### src/hw/rtl/rcfh_pkg.sv
`default_nettype none

package rcfh_pkg;

   // frame and reply byte codes
   localparam logic [7:0] SyncByte     = 8'hFF;
   localparam logic [7:0] PeerIdReset  = 8'hFE;
   localparam logic [7:0] TypePair     = 8'h0C;
   localparam logic [7:0] TypeSetting  = 8'h0A;
   localparam logic [7:0] TypeGuard    = 8'h0B;
   localparam logic [7:0] TypeQuery    = 8'h0D;
   localparam logic [7:0] CmdPairAck   = 8'h04;
   localparam logic [7:0] CmdGuardAck  = 8'h02;
   localparam logic [7:0] CmdQueryAck  = 8'h03;
   localparam logic [7:0] GuardArm     = 8'h01;
   localparam logic [7:0] GuardDisarm  = 8'h02;
   localparam logic [7:0] GuardArmAck  = 8'h03;
   localparam logic [7:0] GuardOffAck  = 8'h04;

   // setting command nibbles
   localparam logic [3:0] StepOne      = 4'd1;
   localparam logic [3:0] StepTwo      = 4'd2;
   localparam logic [3:0] SelFirst     = 4'd1;
   localparam logic [3:0] SelLast      = 4'd3;

   // setting limits
   localparam logic signed [3:0] VolumeMax = 4'sd4;
   localparam logic signed [3:0] VolumeMin = -4'sd1;
   localparam logic [2:0] ToneMax          = 3'd5;
   localparam logic [2:0] SensMax          = 3'd6;

   // scan phases
   localparam logic [2:0] PhaseSearch  = 3'd0;
   localparam logic [2:0] PhaseLast    = 3'd5;

   // output sequence positions
   localparam logic [2:0] SeqStatus    = 3'd0;
   localparam logic [2:0] SeqSync      = 3'd1;
   localparam logic [2:0] SeqId0       = 3'd2;
   localparam logic [2:0] SeqId1       = 3'd3;
   localparam logic [2:0] SeqId2       = 3'd4;
   localparam logic [2:0] SeqCmd       = 3'd5;
   localparam logic [2:0] SeqParam     = 3'd6;

   typedef enum logic [1:0] {
      SET_NONE,
      SET_VOLUME,
      SET_TONE,
      SET_SENSITIVITY
   } setting_type;

   typedef struct packed {
      logic       action;
      logic [7:0] rx_byte;
      logic       buffer_end;
   } req_item_type;

   // everything the output side needs for one handled frame
   typedef struct packed {
      logic signed [3:0] volume;
      logic [2:0]        tone;
      logic [2:0]        sensitivity;
      logic              guard;
      logic              alarm_silence;
      setting_type       changed;
      logic              paired_now;
      logic              reply;
      logic [7:0]        cmd;
      logic [7:0]        param;
      logic [7:0]        id0;
      logic [7:0]        id1;
      logic [7:0]        id2;
   } bundle_type;

endpackage

`default_nettype wire

### src/hw/rtl/rcfh_input_stage.sv
`default_nettype none

module rcfh_input_stage
   import rcfh_pkg::*;
(
   input  wire logic         clock,
   input  wire logic         reset,
   input  wire logic         req_tvalid,
   output logic              req_tready,
   input  wire logic [7:0]   req_tdata,
   input  wire logic [0:0]   req_tuser,
   input  wire logic         req_tlast,
   input  wire logic         take,
   output logic              item_valid,
   output req_item_type      item
);

   logic         valid_ff;
   logic         valid_in;
   req_item_type item_ff;

   assign req_tready = !valid_ff || take;
   assign valid_in   = (req_tvalid && req_tready) || (valid_ff && !take);

   always_ff @(posedge clock) begin
      if (reset) begin
         valid_ff <= 1'b0;
      end else begin
         valid_ff <= valid_in;
      end
   end

   always_ff @(posedge clock) begin
      if (req_tvalid && req_tready) begin
         item_ff <= '{action: req_tuser[0], rx_byte: req_tdata, buffer_end: req_tlast};
      end
   end

   assign item_valid = valid_ff;
   assign item       = item_ff;

endmodule

`default_nettype wire

### src/hw/rtl/rcfh_frame_engine.sv
`default_nettype none

module rcfh_frame_engine
   import rcfh_pkg::*;
(
   input  wire logic         clock,
   input  wire logic         reset,
   input  wire logic         item_valid,
   input  req_item_type      item,
   input  wire logic         slot_free,
   input  wire logic         csr_we,
   input  wire logic [7:0]   csr_wdata,
   output logic              take,
   output logic              load,
   output bundle_type        bundle
);

   logic [7:0]        colour_ff;
   logic [2:0]        phase_ff, phase_in;
   logic              done_ff, done_in;
   logic [7:0]        frame_ff [4];
   logic [7:0]        frame_in [4];
   logic [7:0]        peer_ff [3];
   logic [7:0]        peer_in [3];
   logic              pairing_ff, pairing_in;
   logic signed [3:0] volume_ff, volume_in;
   logic [2:0]        tone_ff, tone_in;
   logic [2:0]        sens_ff, sens_in;
   logic              guard_ff, guard_in;

   logic              frame_end;
   logic              pair_hit;
   logic              id_match;
   logic              emit;
   logic [7:0]        par_b;
   logic [3:0]        sel;
   logic [3:0]        step;
   logic              alarm;
   setting_type       changed;
   logic              paired;
   logic              reply;
   logic [7:0]        cmd;
   logic [7:0]        param;

   assign par_b     = item.rx_byte;
   assign sel       = par_b[7:4];
   assign step      = par_b[3:0];
   assign frame_end = !item.action && !done_ff && (phase_ff == PhaseLast);
   assign pair_hit  = pairing_ff && (frame_ff[3] == TypePair);
   assign id_match  = (frame_ff[0] == peer_ff[0]) && (frame_ff[1] == peer_ff[1]) &&
                      (frame_ff[2] == peer_ff[2]);
   assign emit      = frame_end && (pair_hit || id_match);
   assign take      = item_valid && (!emit || slot_free);
   assign load      = take && emit;

   // scan and frame handling
   always_comb begin
      phase_in   = phase_ff;
      done_in    = done_ff;
      frame_in   = frame_ff;
      peer_in    = peer_ff;
      pairing_in = pairing_ff;
      volume_in  = volume_ff;
      tone_in    = tone_ff;
      sens_in    = sens_ff;
      guard_in   = guard_ff;
      alarm      = 1'b0;
      changed    = SET_NONE;
      paired     = 1'b0;
      reply      = 1'b0;
      cmd        = '0;
      param      = '0;

      if (item.action) begin
         pairing_in = 1'b1;
      end else begin
         if (!done_ff) begin
            unique case (phase_ff)
               PhaseSearch: begin
                  if (item.rx_byte == SyncByte) phase_in = 3'd1;
               end
               3'd1, 3'd2, 3'd3, 3'd4: begin
                  frame_in[2'(phase_ff - 3'd1)] = item.rx_byte;
                  phase_in = phase_ff + 3'd1;
               end
               PhaseLast: begin
                  phase_in = PhaseSearch;
                  done_in  = 1'b1;
                  if (pair_hit) begin
                     peer_in[0] = frame_ff[0];
                     peer_in[1] = frame_ff[1];
                     peer_in[2] = frame_ff[2];
                     pairing_in = 1'b0;
                     paired     = 1'b1;
                     reply      = 1'b1;
                     cmd        = CmdPairAck;
                     param      = colour_ff;
                  end else if (id_match) begin
                     if (frame_ff[3] == TypeSetting) begin
                        if (sel >= SelFirst && sel <= SelLast &&
                            (step == StepOne || step == StepTwo)) begin
                           changed = setting_type'(sel[1:0]);
                           unique case (setting_type'(sel[1:0]))
                              SET_VOLUME: begin
                                 if (step == StepTwo && volume_ff < VolumeMax)
                                    volume_in = volume_ff + 4'sd1;
                                 else if (step == StepOne && volume_ff > VolumeMin)
                                    volume_in = volume_ff - 4'sd1;
                              end
                              SET_TONE: begin
                                 if (step == StepOne && tone_ff < ToneMax)
                                    tone_in = tone_ff + 3'd1;
                                 else if (step == StepTwo && tone_ff != 3'd0)
                                    tone_in = tone_ff - 3'd1;
                              end
                              SET_SENSITIVITY: begin
                                 if (step == StepOne && sens_ff < SensMax)
                                    sens_in = sens_ff + 3'd1;
                                 else if (step == StepTwo && sens_ff != 3'd0)
                                    sens_in = sens_ff - 3'd1;
                              end
                              default: begin
                                 changed = SET_NONE;
                              end
                           endcase
                        end
                     end else if (frame_ff[3] == TypeGuard) begin
                        if (par_b == GuardArm) begin
                           guard_in = 1'b1;
                           reply    = 1'b1;
                           cmd      = CmdGuardAck;
                           param    = GuardArmAck;
                        end else if (par_b == GuardDisarm) begin
                           guard_in = 1'b0;
                           alarm    = 1'b1;
                           reply    = 1'b1;
                           cmd      = CmdGuardAck;
                           param    = GuardOffAck;
                        end
                     end else if (frame_ff[3] == TypeQuery) begin
                        reply = 1'b1;
                        cmd   = CmdQueryAck;
                        param = colour_ff;
                     end
                  end
               end
               default: begin
                  phase_in = PhaseSearch;
               end
            endcase
         end
         if (item.buffer_end) begin
            phase_in = PhaseSearch;
            done_in  = 1'b0;
         end
      end
   end

   always_comb begin
      bundle.volume        = volume_in;
      bundle.tone          = tone_in;
      bundle.sensitivity   = sens_in;
      bundle.guard         = guard_in;
      bundle.alarm_silence = alarm;
      bundle.changed       = changed;
      bundle.paired_now    = paired;
      bundle.reply         = reply;
      bundle.cmd           = cmd;
      bundle.param         = param;
      bundle.id0           = peer_in[0];
      bundle.id1           = peer_in[1];
      bundle.id2           = peer_in[2];
   end

   always_ff @(posedge clock) begin
      if (reset) begin
         colour_ff  <= '0;
         phase_ff   <= PhaseSearch;
         done_ff    <= 1'b0;
         peer_ff[0] <= PeerIdReset;
         peer_ff[1] <= PeerIdReset;
         peer_ff[2] <= PeerIdReset;
         pairing_ff <= 1'b0;
         volume_ff  <= '0;
         tone_ff    <= '0;
         sens_ff    <= '0;
         guard_ff   <= 1'b0;
      end else begin
         if (csr_we) colour_ff <= csr_wdata;
         if (take) begin
            phase_ff   <= phase_in;
            done_ff    <= done_in;
            peer_ff    <= peer_in;
            pairing_ff <= pairing_in;
            volume_ff  <= volume_in;
            tone_ff    <= tone_in;
            sens_ff    <= sens_in;
            guard_ff   <= guard_in;
         end
      end
   end

   // frame bytes are always written before they are read
   always_ff @(posedge clock) begin
      if (take) frame_ff <= frame_in;
   end

endmodule

`default_nettype wire

### src/hw/rtl/rcfh_tx_sequencer.sv
`default_nettype none

module rcfh_tx_sequencer
   import rcfh_pkg::*;
(
   input  wire logic         clock,
   input  wire logic         reset,
   input  wire logic         load,
   input  bundle_type        bundle,
   output logic              slot_free,
   output logic              rsp_tvalid,
   input  wire logic         rsp_tready,
   output logic [23:0]       rsp_tdata,
   output logic [0:0]        rsp_tuser,
   output logic              rsp_tlast
);

   logic       valid_ff, valid_in;
   logic [2:0] idx_ff, idx_in;
   bundle_type bundle_ff;
   logic       last;
   logic [7:0] tx_byte;

   assign last      = !bundle_ff.reply || (idx_ff == SeqParam);
   assign slot_free = !valid_ff || (rsp_tready && last);

   always_comb begin
      valid_in = valid_ff;
      idx_in   = idx_ff;
      if (load) begin
         valid_in = 1'b1;
         idx_in   = SeqStatus;
      end else if (valid_ff && rsp_tready) begin
         if (last) valid_in = 1'b0;
         else      idx_in   = idx_ff + 3'd1;
      end
   end

   always_ff @(posedge clock) begin
      if (reset) begin
         valid_ff <= 1'b0;
         idx_ff   <= SeqStatus;
      end else begin
         valid_ff <= valid_in;
         idx_ff   <= idx_in;
      end
   end

   always_ff @(posedge clock) begin
      if (load) bundle_ff <= bundle;
   end

   always_comb begin
      unique case (idx_ff)
         SeqSync:  tx_byte = SyncByte;
         SeqId0:   tx_byte = bundle_ff.id0;
         SeqId1:   tx_byte = bundle_ff.id1;
         SeqId2:   tx_byte = bundle_ff.id2;
         SeqCmd:   tx_byte = bundle_ff.cmd;
         SeqParam: tx_byte = bundle_ff.param;
         default:  tx_byte = '0;
      endcase
   end

   always_comb begin
      rsp_tdata = '0;
      if (idx_ff == SeqStatus) begin
         rsp_tdata[11:8]  = bundle_ff.volume;
         rsp_tdata[14:12] = bundle_ff.tone;
         rsp_tdata[17:15] = bundle_ff.sensitivity;
         rsp_tdata[18]    = bundle_ff.guard;
         rsp_tdata[19]    = bundle_ff.alarm_silence;
         rsp_tdata[21:20] = bundle_ff.changed;
         rsp_tdata[22]    = bundle_ff.paired_now;
      end else begin
         rsp_tdata[7:0]   = tx_byte;
      end
   end

   assign rsp_tvalid   = valid_ff;
   assign rsp_tuser[0] = (idx_ff != SeqStatus);
   assign rsp_tlast    = last;

endmodule

`default_nettype wire

### src/hw/rtl/radio_command_frame_handler.sv
// each item is registered at its req handshake and handled by the frame logic from there;
//   its status item then passes the sequencer register before it is offered on rsp
// throughput: one item a cycle, but an item that brings a result waits for the bundle slot;
//   a frame holds it until the single result port takes its status item and any reply bytes
// reset: synchronous, active high; scan, settings, guard and pairing cleared, peer id
//   set to fe fe fe, colour code cleared, both channels empty
`default_nettype none

module radio_command_frame_handler
   import rcfh_pkg::*;
(
   input  wire logic         clock,
   input  wire logic         reset,
   // received byte channel
   input  wire logic         req_tvalid,
   output logic              req_tready,
   input  wire logic [7:0]   req_tdata,   // rx_byte
   input  wire logic [0:0]   req_tuser,   // action (0 buffer byte, 1 arm pairing)
   input  wire logic         req_tlast,   // buffer_end
   // result channel
   output logic              rsp_tvalid,
   input  wire logic         rsp_tready,
   // tx_byte[7:0], report_volume[11:8], report_tone[14:12],
   // report_sensitivity[17:15], report_guard[18], alarm_silence[19],
   // changed_setting[21:20], paired_now[22], zero[23]
   output logic [23:0]       rsp_tdata,
   output logic [0:0]        rsp_tuser,   // item_kind (0 status, 1 transmit byte)
   output logic              rsp_tlast,   // last_item
   // colour code register
   input  wire logic         csr_we,
   input  wire logic [7:0]   csr_wdata
);

   // registered copy of the incoming item
   logic         item_valid;
   req_item_type item;

   // engine to output handshake
   logic         take;
   logic         load;
   logic         slot_free;
   bundle_type   bundle;

   // input register: frees itself when the engine takes the item
   rcfh_input_stage u_input (
      .clock      (clock),
      .reset      (reset),
      .req_tvalid (req_tvalid),
      .req_tready (req_tready),
      .req_tdata  (req_tdata),
      .req_tuser  (req_tuser),
      .req_tlast  (req_tlast),
      .take       (take),
      .item_valid (item_valid),
      .item       (item)
   );

   // scan for the frame, hold settings and peer id, build the result bundle;
   // items that cause no result never wait on the output side
   rcfh_frame_engine u_engine (
      .clock      (clock),
      .reset      (reset),
      .item_valid (item_valid),
      .item       (item),
      .slot_free  (slot_free),
      .csr_we     (csr_we),
      .csr_wdata  (csr_wdata),
      .take       (take),
      .load       (load),
      .bundle     (bundle)
   );

   // status item, then the six reply bytes when there is a reply
   rcfh_tx_sequencer u_sequencer (
      .clock      (clock),
      .reset      (reset),
      .load       (load),
      .bundle     (bundle),
      .slot_free  (slot_free),
      .rsp_tvalid (rsp_tvalid),
      .rsp_tready (rsp_tready),
      .rsp_tdata  (rsp_tdata),
      .rsp_tuser  (rsp_tuser),
      .rsp_tlast  (rsp_tlast)
   );

endmodule

`default_nettype wire

### config.mk
export PLATFORM = sky130hd
export DESIGN_NAME = radio_command_frame_handler
export DESIGN_NICKNAME = d
export VERILOG_FILES = /design/src/hw/rtl/rcfh_pkg.sv /design/src/hw/rtl/rcfh_input_stage.sv /design/src/hw/rtl/rcfh_frame_engine.sv /design/src/hw/rtl/rcfh_tx_sequencer.sv /design/src/hw/rtl/radio_command_frame_handler.sv
export SDC_FILE = /design/constraint.sdc
export NUM_CORES = 1
export LEC_CHECK = 0
export BUFFER_PORTS_ARGS = -buffer_cell sky130_fd_sc_hd__buf_4
export CORE_MARGIN = 10
export CORE_UTILIZATION = 56
export CTS_BUF_LIST = sky130_fd_sc_hd__clkbuf_2
export DETAILED_ROUTE_END_ITERATION = 12
export PLACE_DENSITY_LB_ADDON = 0.1
export SYNTH_ARGS = -nofsm -noshare
export SYNTH_HDL_FRONTEND = slang
export SYNTH_SLANG_ARGS = --single-unit
### constraint.sdc
create_clock -name clock -period 4.1 [get_ports clock]
set_input_delay 0.205 -clock clock [delete_from_list [all_inputs] [get_ports clock]]
set_output_delay 0.205 -clock clock [all_outputs]
set_load 0.1 [all_outputs]
After elaboration in Yosys (flattened, before gate mapping)
Cells that the tools add are included.
Widths: inputs -> output; s select.
Cells by class
  equal/unequal tests: 29
  muxes and demuxes: 85
  bitwise gates (word level): 10
  $add $sub $neg: 9
  reductions and logical operators: 57
  order comparisons: 8
Operator list (count)
  $mux 24: 4
  $mux 3: 27
  $mux 8: 10
  $pmux 8 s6: 1
  $mux 4: 10
  $bwmux 32: 1
  $eq 8x4->1 const B: 4
  $mux 1: 27
  $eq 8x8->1: 3
  $logic_and 1x1->1: 21
  $demux 8 s2: 1
  $reduce_or 8->1: 2
  $eq 3x3->1 const B: 5
  $mux 15: 1
  $add 3x1->3 const B: 4
  $eq 3x2->1 const B: 4
  $reduce_and 4->1: 3
  $not 1->1: 9
  $reduce_bool 3->1: 3
  $eq 8x1->1 const B: 1
  $eq 8x2->1 const B: 1
  $eq 8x8->1 const B: 1
  $reduce_bool 2->1: 4
  $logic_not 1->1: 7
  other kinds (28): 44
Storage, ports and cells
  word-level logic and storage cells: 233
  bits of input ports: 23
  register bits after elaboration: 151
  output and inout bits: 28

Logic depth before layout (Yosys ltp)
  word-level depth: 12
  gate-level depth with buffers: 11
  depth with buffers taken out: 8

By module
Synthesis repeated with hierarchy kept, for this count alone.
Unflattened totals
  cells, all modules: 633
  area total of the unflattened synthesis: 7131.8 um^2
By module, submodules not included
  rcfh_frame_engine: seq. area each 1921.8 um^2, area an instance 4423.0 um^2, instances 1, cells an instance 470
  rcfh_tx_sequencer: seq. area each 1761.7 um^2, area an instance 2353.5 um^2, instances 1, cells an instance 148
  rcfh_input_stage: seq. area each 320.3 um^2, area an instance 355.3 um^2, instances 1, cells an instance 15

Least setup slack after synthesis
OpenSTA, ideal clock, no wires.
  path type: register -> register
  start: reg u_engine.frame_ff[30] (netlist name)
  end: reg u_sequencer.bundle_ff[0] (netlist name), enable pin
  arrival: 3.539 ns
  buffers on the path: 0
  cell stages (with the launch flop): 6
  setup slack: 0.103 ns
  period minus slack after synthesis: 3.997 ns
  library setup time: 0.458 ns
  required time: 3.642 ns
  path through: edfxtp_1 > xnor2_2 > nand4_2 > nor4_4 > nand2_1 > a211oi_2
On the way
  longest elaborated chain between the ends: 9
RTL lines
  from (decl): RTL line rcfh_frame_engine.sv:21  | logic [7:0] frame_ff [4];
  from (signal assigned): RTL line rcfh_frame_engine.sv:205  | if (take) frame_ff <= frame_in;
  $eq 8x8->1 *: RTL line rcfh_frame_engine.sv:50  | assign id_match = (frame_ff[0] == peer_ff[0]) && (frame_ff[1] == peer_ff[1]) &&
  $logic_and 1x1->1 * (2 in a row): RTL line rcfh_frame_engine.sv:50
  $logic_or 1x1->1 *: RTL line rcfh_frame_engine.sv:52  | assign emit = frame_end && (pair_hit || id_match);
  $logic_and 1x1->1 *: RTL line rcfh_frame_engine.sv:52
  $logic_not 1->1: RTL line rcfh_frame_engine.sv:53  | assign take = item_valid && (!emit || slot_free);
  $logic_or 1x1->1: RTL line rcfh_frame_engine.sv:53
  $logic_and 1x1->1: RTL line rcfh_frame_engine.sv:53
  $logic_and 1x1->1 *: RTL line rcfh_frame_engine.sv:54  | assign load = take && emit;
  net load: RTL line radio_command_frame_handler.sv:40  | logic load;
  to (signal assigned): RTL line rcfh_tx_sequencer.sv:50  | if (load) bundle_ff <= bundle;
  to (decl): RTL line rcfh_tx_sequencer.sv:20  | bundle_type bundle_ff;
Mark *: on every way through the listed nets, which the timed path passes. The rest lies on a longest branch.
A chain may end at the register's enable or synchronous reset.

Worst setup path after layout
  start: reg u_engine.frame_ff[24] (netlist name)
  end: out req_tready
On the way
  longest elaborated chain between the ends: 9
RTL lines
  $eq 8x8->1: RTL line rcfh_frame_engine.sv:50
  $logic_and 1x1->1 (2 in a row): RTL line rcfh_frame_engine.sv:50
  $logic_or 1x1->1: RTL line rcfh_frame_engine.sv:52
  $logic_and 1x1->1: RTL line rcfh_frame_engine.sv:52
  $logic_not 1->1: RTL line rcfh_frame_engine.sv:53
  $logic_or 1x1->1: RTL line rcfh_frame_engine.sv:53
  $logic_and 1x1->1: RTL line rcfh_frame_engine.sv:53
  $logic_or 1x1->1: RTL line rcfh_input_stage.sv:22  | assign req_tready = !valid_ff || take;
  to (decl): RTL line radio_command_frame_handler.sv:16  | output logic req_tready,
Every way passes these cells.

==> results.yml <==
flow_run:
  cap_violations: 0
synth:
  ys_types: 69
  syn_inst: 595
  synth_area_leaders: "edfxtp_1, dfxtp_1, and2_1"
  synth.net_count: 637
  synthArstFlopShare_pct: 0
  synth_top_area_share_pct: 39.4
  synth-edff-count: 92
  synth_flop_cell: "edfxtp_1"
  yosys_register_bits: 145
  yosysTopAreaCell: "edfxtp_1"
  ys_warn_count: 0
  seq_area_frac_synth_pct: 54.5
  avgSynthCellArea_um2: 11.8
  syn_area_um2: 7010
die:
  dieWidth_um: 132
  die-area_um2: 17400
  start_util_pct: 57.9
  pin_count: 51
  die_y_um: 132
  num_rows: 40
  core-area_um2: 12100
worst_setup_path:
  endpoint_kind: "primary output"
  path_class: "flop to primary output"
  startpoint_type: "flop"
  cp_slowest_cell: "nor4_4"
  worstPathMaxFanout: 6
  crit_path_max_incr_delay_ns: 0.51
  cp_cell_sequence: "xnor2_1, nand4_1, nor4_4, nand2_1, a211o_1, buf_4"
  cp.arrival_ns: 3.14
  worstPathRequired_ns: 3.89
placement:
  gp_congestion: 0.877
  hpwl_um: 11300
  port_buffers: 49
  dpl-instance-area_um2: 7510
power:
  p_per_area_nw_per_um2: 323
  leakage_nw: 2.93
  finalPower_w: 0.00262
  peakVddDrop_uv: 205
layout:
  seq_area_um2: 3820
  stdcell_area_um2: 8130
  fin_nets: 721
  postLayoutCoreUtil_pct: 67.1
  area_delta_synth_final_pct: 15.9
  n_antenna_cell: 0
  drive_above_1_share_pct: 19.2
  fill_cells: 949
  multi_input_area_um2: 2970
route:
  drt_wl_total_um: 16300
  vias: 5056
  dr.pass1.iters: 5
  vias_per_cell: 5.88
  route.detailed.drc: 0
  wl_per_cell_um: 19.0
  drt-initial-drc-count: 353
  antenna_left: 0
global_route:
  grt_antenna_before_repair: 0
  grtUsageTotal_pct: 18.9
  overflow: 0
  grt_pass1_wl_um: 26400
  grt_pass1_vias: 4947
  grt_max_degree: 55
clocking:
  htree_levels: 4
  cts_max_path_buffers: 2
  cts_tree: "built"
  path_clk_slew_ns: 0.24
  cts_made_buffers: 17
  clock_sinks: 145
  cts_root_buf: "clkbuf_2"
  postCtsSetupRepairBufs: 0
  ctsResizeCount: 0
  insertion_delay_ns: 0.76
sta:
  maxSlewHeadroom_pct: 41.4
  setup_violations: 0
  fin_crit_sh_pct: 81.6
  hold_viol_final: 0
  post-route-min-period_ns: 3.35
  grt_setup_unrepaired: "false"
  setup_tns_ns: 0
  final_max_slew_viol_count: 0
  finClkSkew_ns: 0.0404
  worst_pin_slew_ns: 0.866
  fmax_mhz: 299
status:
  status: "finished clean"
min_path:
  hold_class: "input port to flop"
[what timing repair did]
item	in CTS	in global routing
endpoints found under the setup margin	0	0
endpoints found under the hold margin	59	0
hold buffers	38	0
[kinds of logic after synthesis]
logic type | Yosys count | synth area share [%]
AOI/OAI and AO/OA | 119 | 12.9
xor gates and xnor gates | 31 | 3.98
adders and majority gates | 19 | 3.39
buffers and inverters | 53 | 3.23
DFF | 145 | 54.5
muxes | 37 | 5.75
other | 1 | 0.0535
and+or+nand+nor | 190 | 16.2
[final timing paths]
check,endpoint,depth (start not counted),from,slack (ns)
worst min register to register,u_engine.sens_ff[0],2,u_engine.sens_ff[0],0.52
worst min-delay path,u_input.item[2],2,req_tdata[1],0.17
worst max register to register,u_engine.done_ff,9,u_sequencer.idx_ff[0],0.91
worst max-delay path,req_tready,6,u_engine.frame_ff[24],0.75
[area by class of cell]
class                      instances  share of cell area, %
inverter                          25                   1.15
tap                              168                   2.59
clock inverter                    15                   1.85
sequential                       145                   47.1
multi-input combinational        397                   36.5
clock buffer                      17                   1.05
timing repair buffer              93                   9.76
[cell usage after synthesis (5+ instances only)]
library cell	instances
edfxtp_1	92
dfxtp_1	53
and2_1	48
nor2_1	47
xnor2_1	29
mux2_2	26
inv_1	24
a211o_1	22
a21oi_1	22
ha_1	19
nand4_1	19
clkbuf_1	18
nor3_1	13
mux2i_1	11
nand3_1	10
o21ai_0	9
and3_1	7
nand2_1	7
nor2b_1	6
a31oi_1	5
nor4_1	5
o21a_1	5
o22ai_1	5
or4_1	5
[stage by stage]
step / cells / worst slack [ns] / hold WS, ns
floorplan: 595 / 0.103 / 0.304
global placement: 790 / 1.08 / 0.383
detailed placement: 790 / 0.987 / 0.385
CTS: 860 / 0.721 / 0.0850
global route: 860 / 0.523 / 0.0973
finish: 860 / 0.753 / 0.172
[flip-flops by register name (all words and copies together), names as in the netlist]
name	cells
u_sequencer.bundle_ff	50
u_engine.frame_ff	32
u_engine.peer_ff	24
u_input.item	10
u_engine.colour_ff	8
u_engine.volume_ff	4
u_engine.phase_ff	3
u_engine.sens_ff	3
u_engine.tone_ff	3
u_sequencer.idx_ff	3
u_engine.done_ff	1
u_engine.guard_ff	1
u_engine.pairing_ff	1
u_input.item_valid	1
u_sequencer.rsp_tvalid	1
[routing by layer]
layer  share of wire (%)  track usage, %
met5                   0               0
met4                 3.1            9.27
met3                 5.9            4.61
met2                  44            27.4
met1                  47            25.8
[where the power goes]
group	total (W)	internal, W	switching, W
sequential	0.00162	0.00158	0.0000429
combinational	0.000197	0.000102	0.0000947
clock	0.000801	0.000238	0.000563
total	0.00262	0.00192	0.000701
[cells in the final DEF (no fill, tap or decap), drive strengths merged, types with 6 or more instances in the layout]
master       instances
a211o               22
a211oi               6
a21oi               23
and2                48
and3                 7
buf                 55
clkbuf              17
dfxtp               53
dlygate4sd3         38
edfxtp              92
ha                  19
inv                 31
mux2                26
mux2i               11
nand2                7
nand3               10
nand4               22
nor2                48
nor2b                6
nor3                13
nor4                 8
o21ai               11
o22ai                6
or4                  7
xnor2               30
[critical path: cells and delay by family (launching register included)]
kind	cells	cell delay, ns
compound gates	1	0.42
xor+xnor	1	0.16
buf+inv	1	0.27
flops	1	0.47
simple gates	3	1.07
Power figures use the tool's default switching activity.
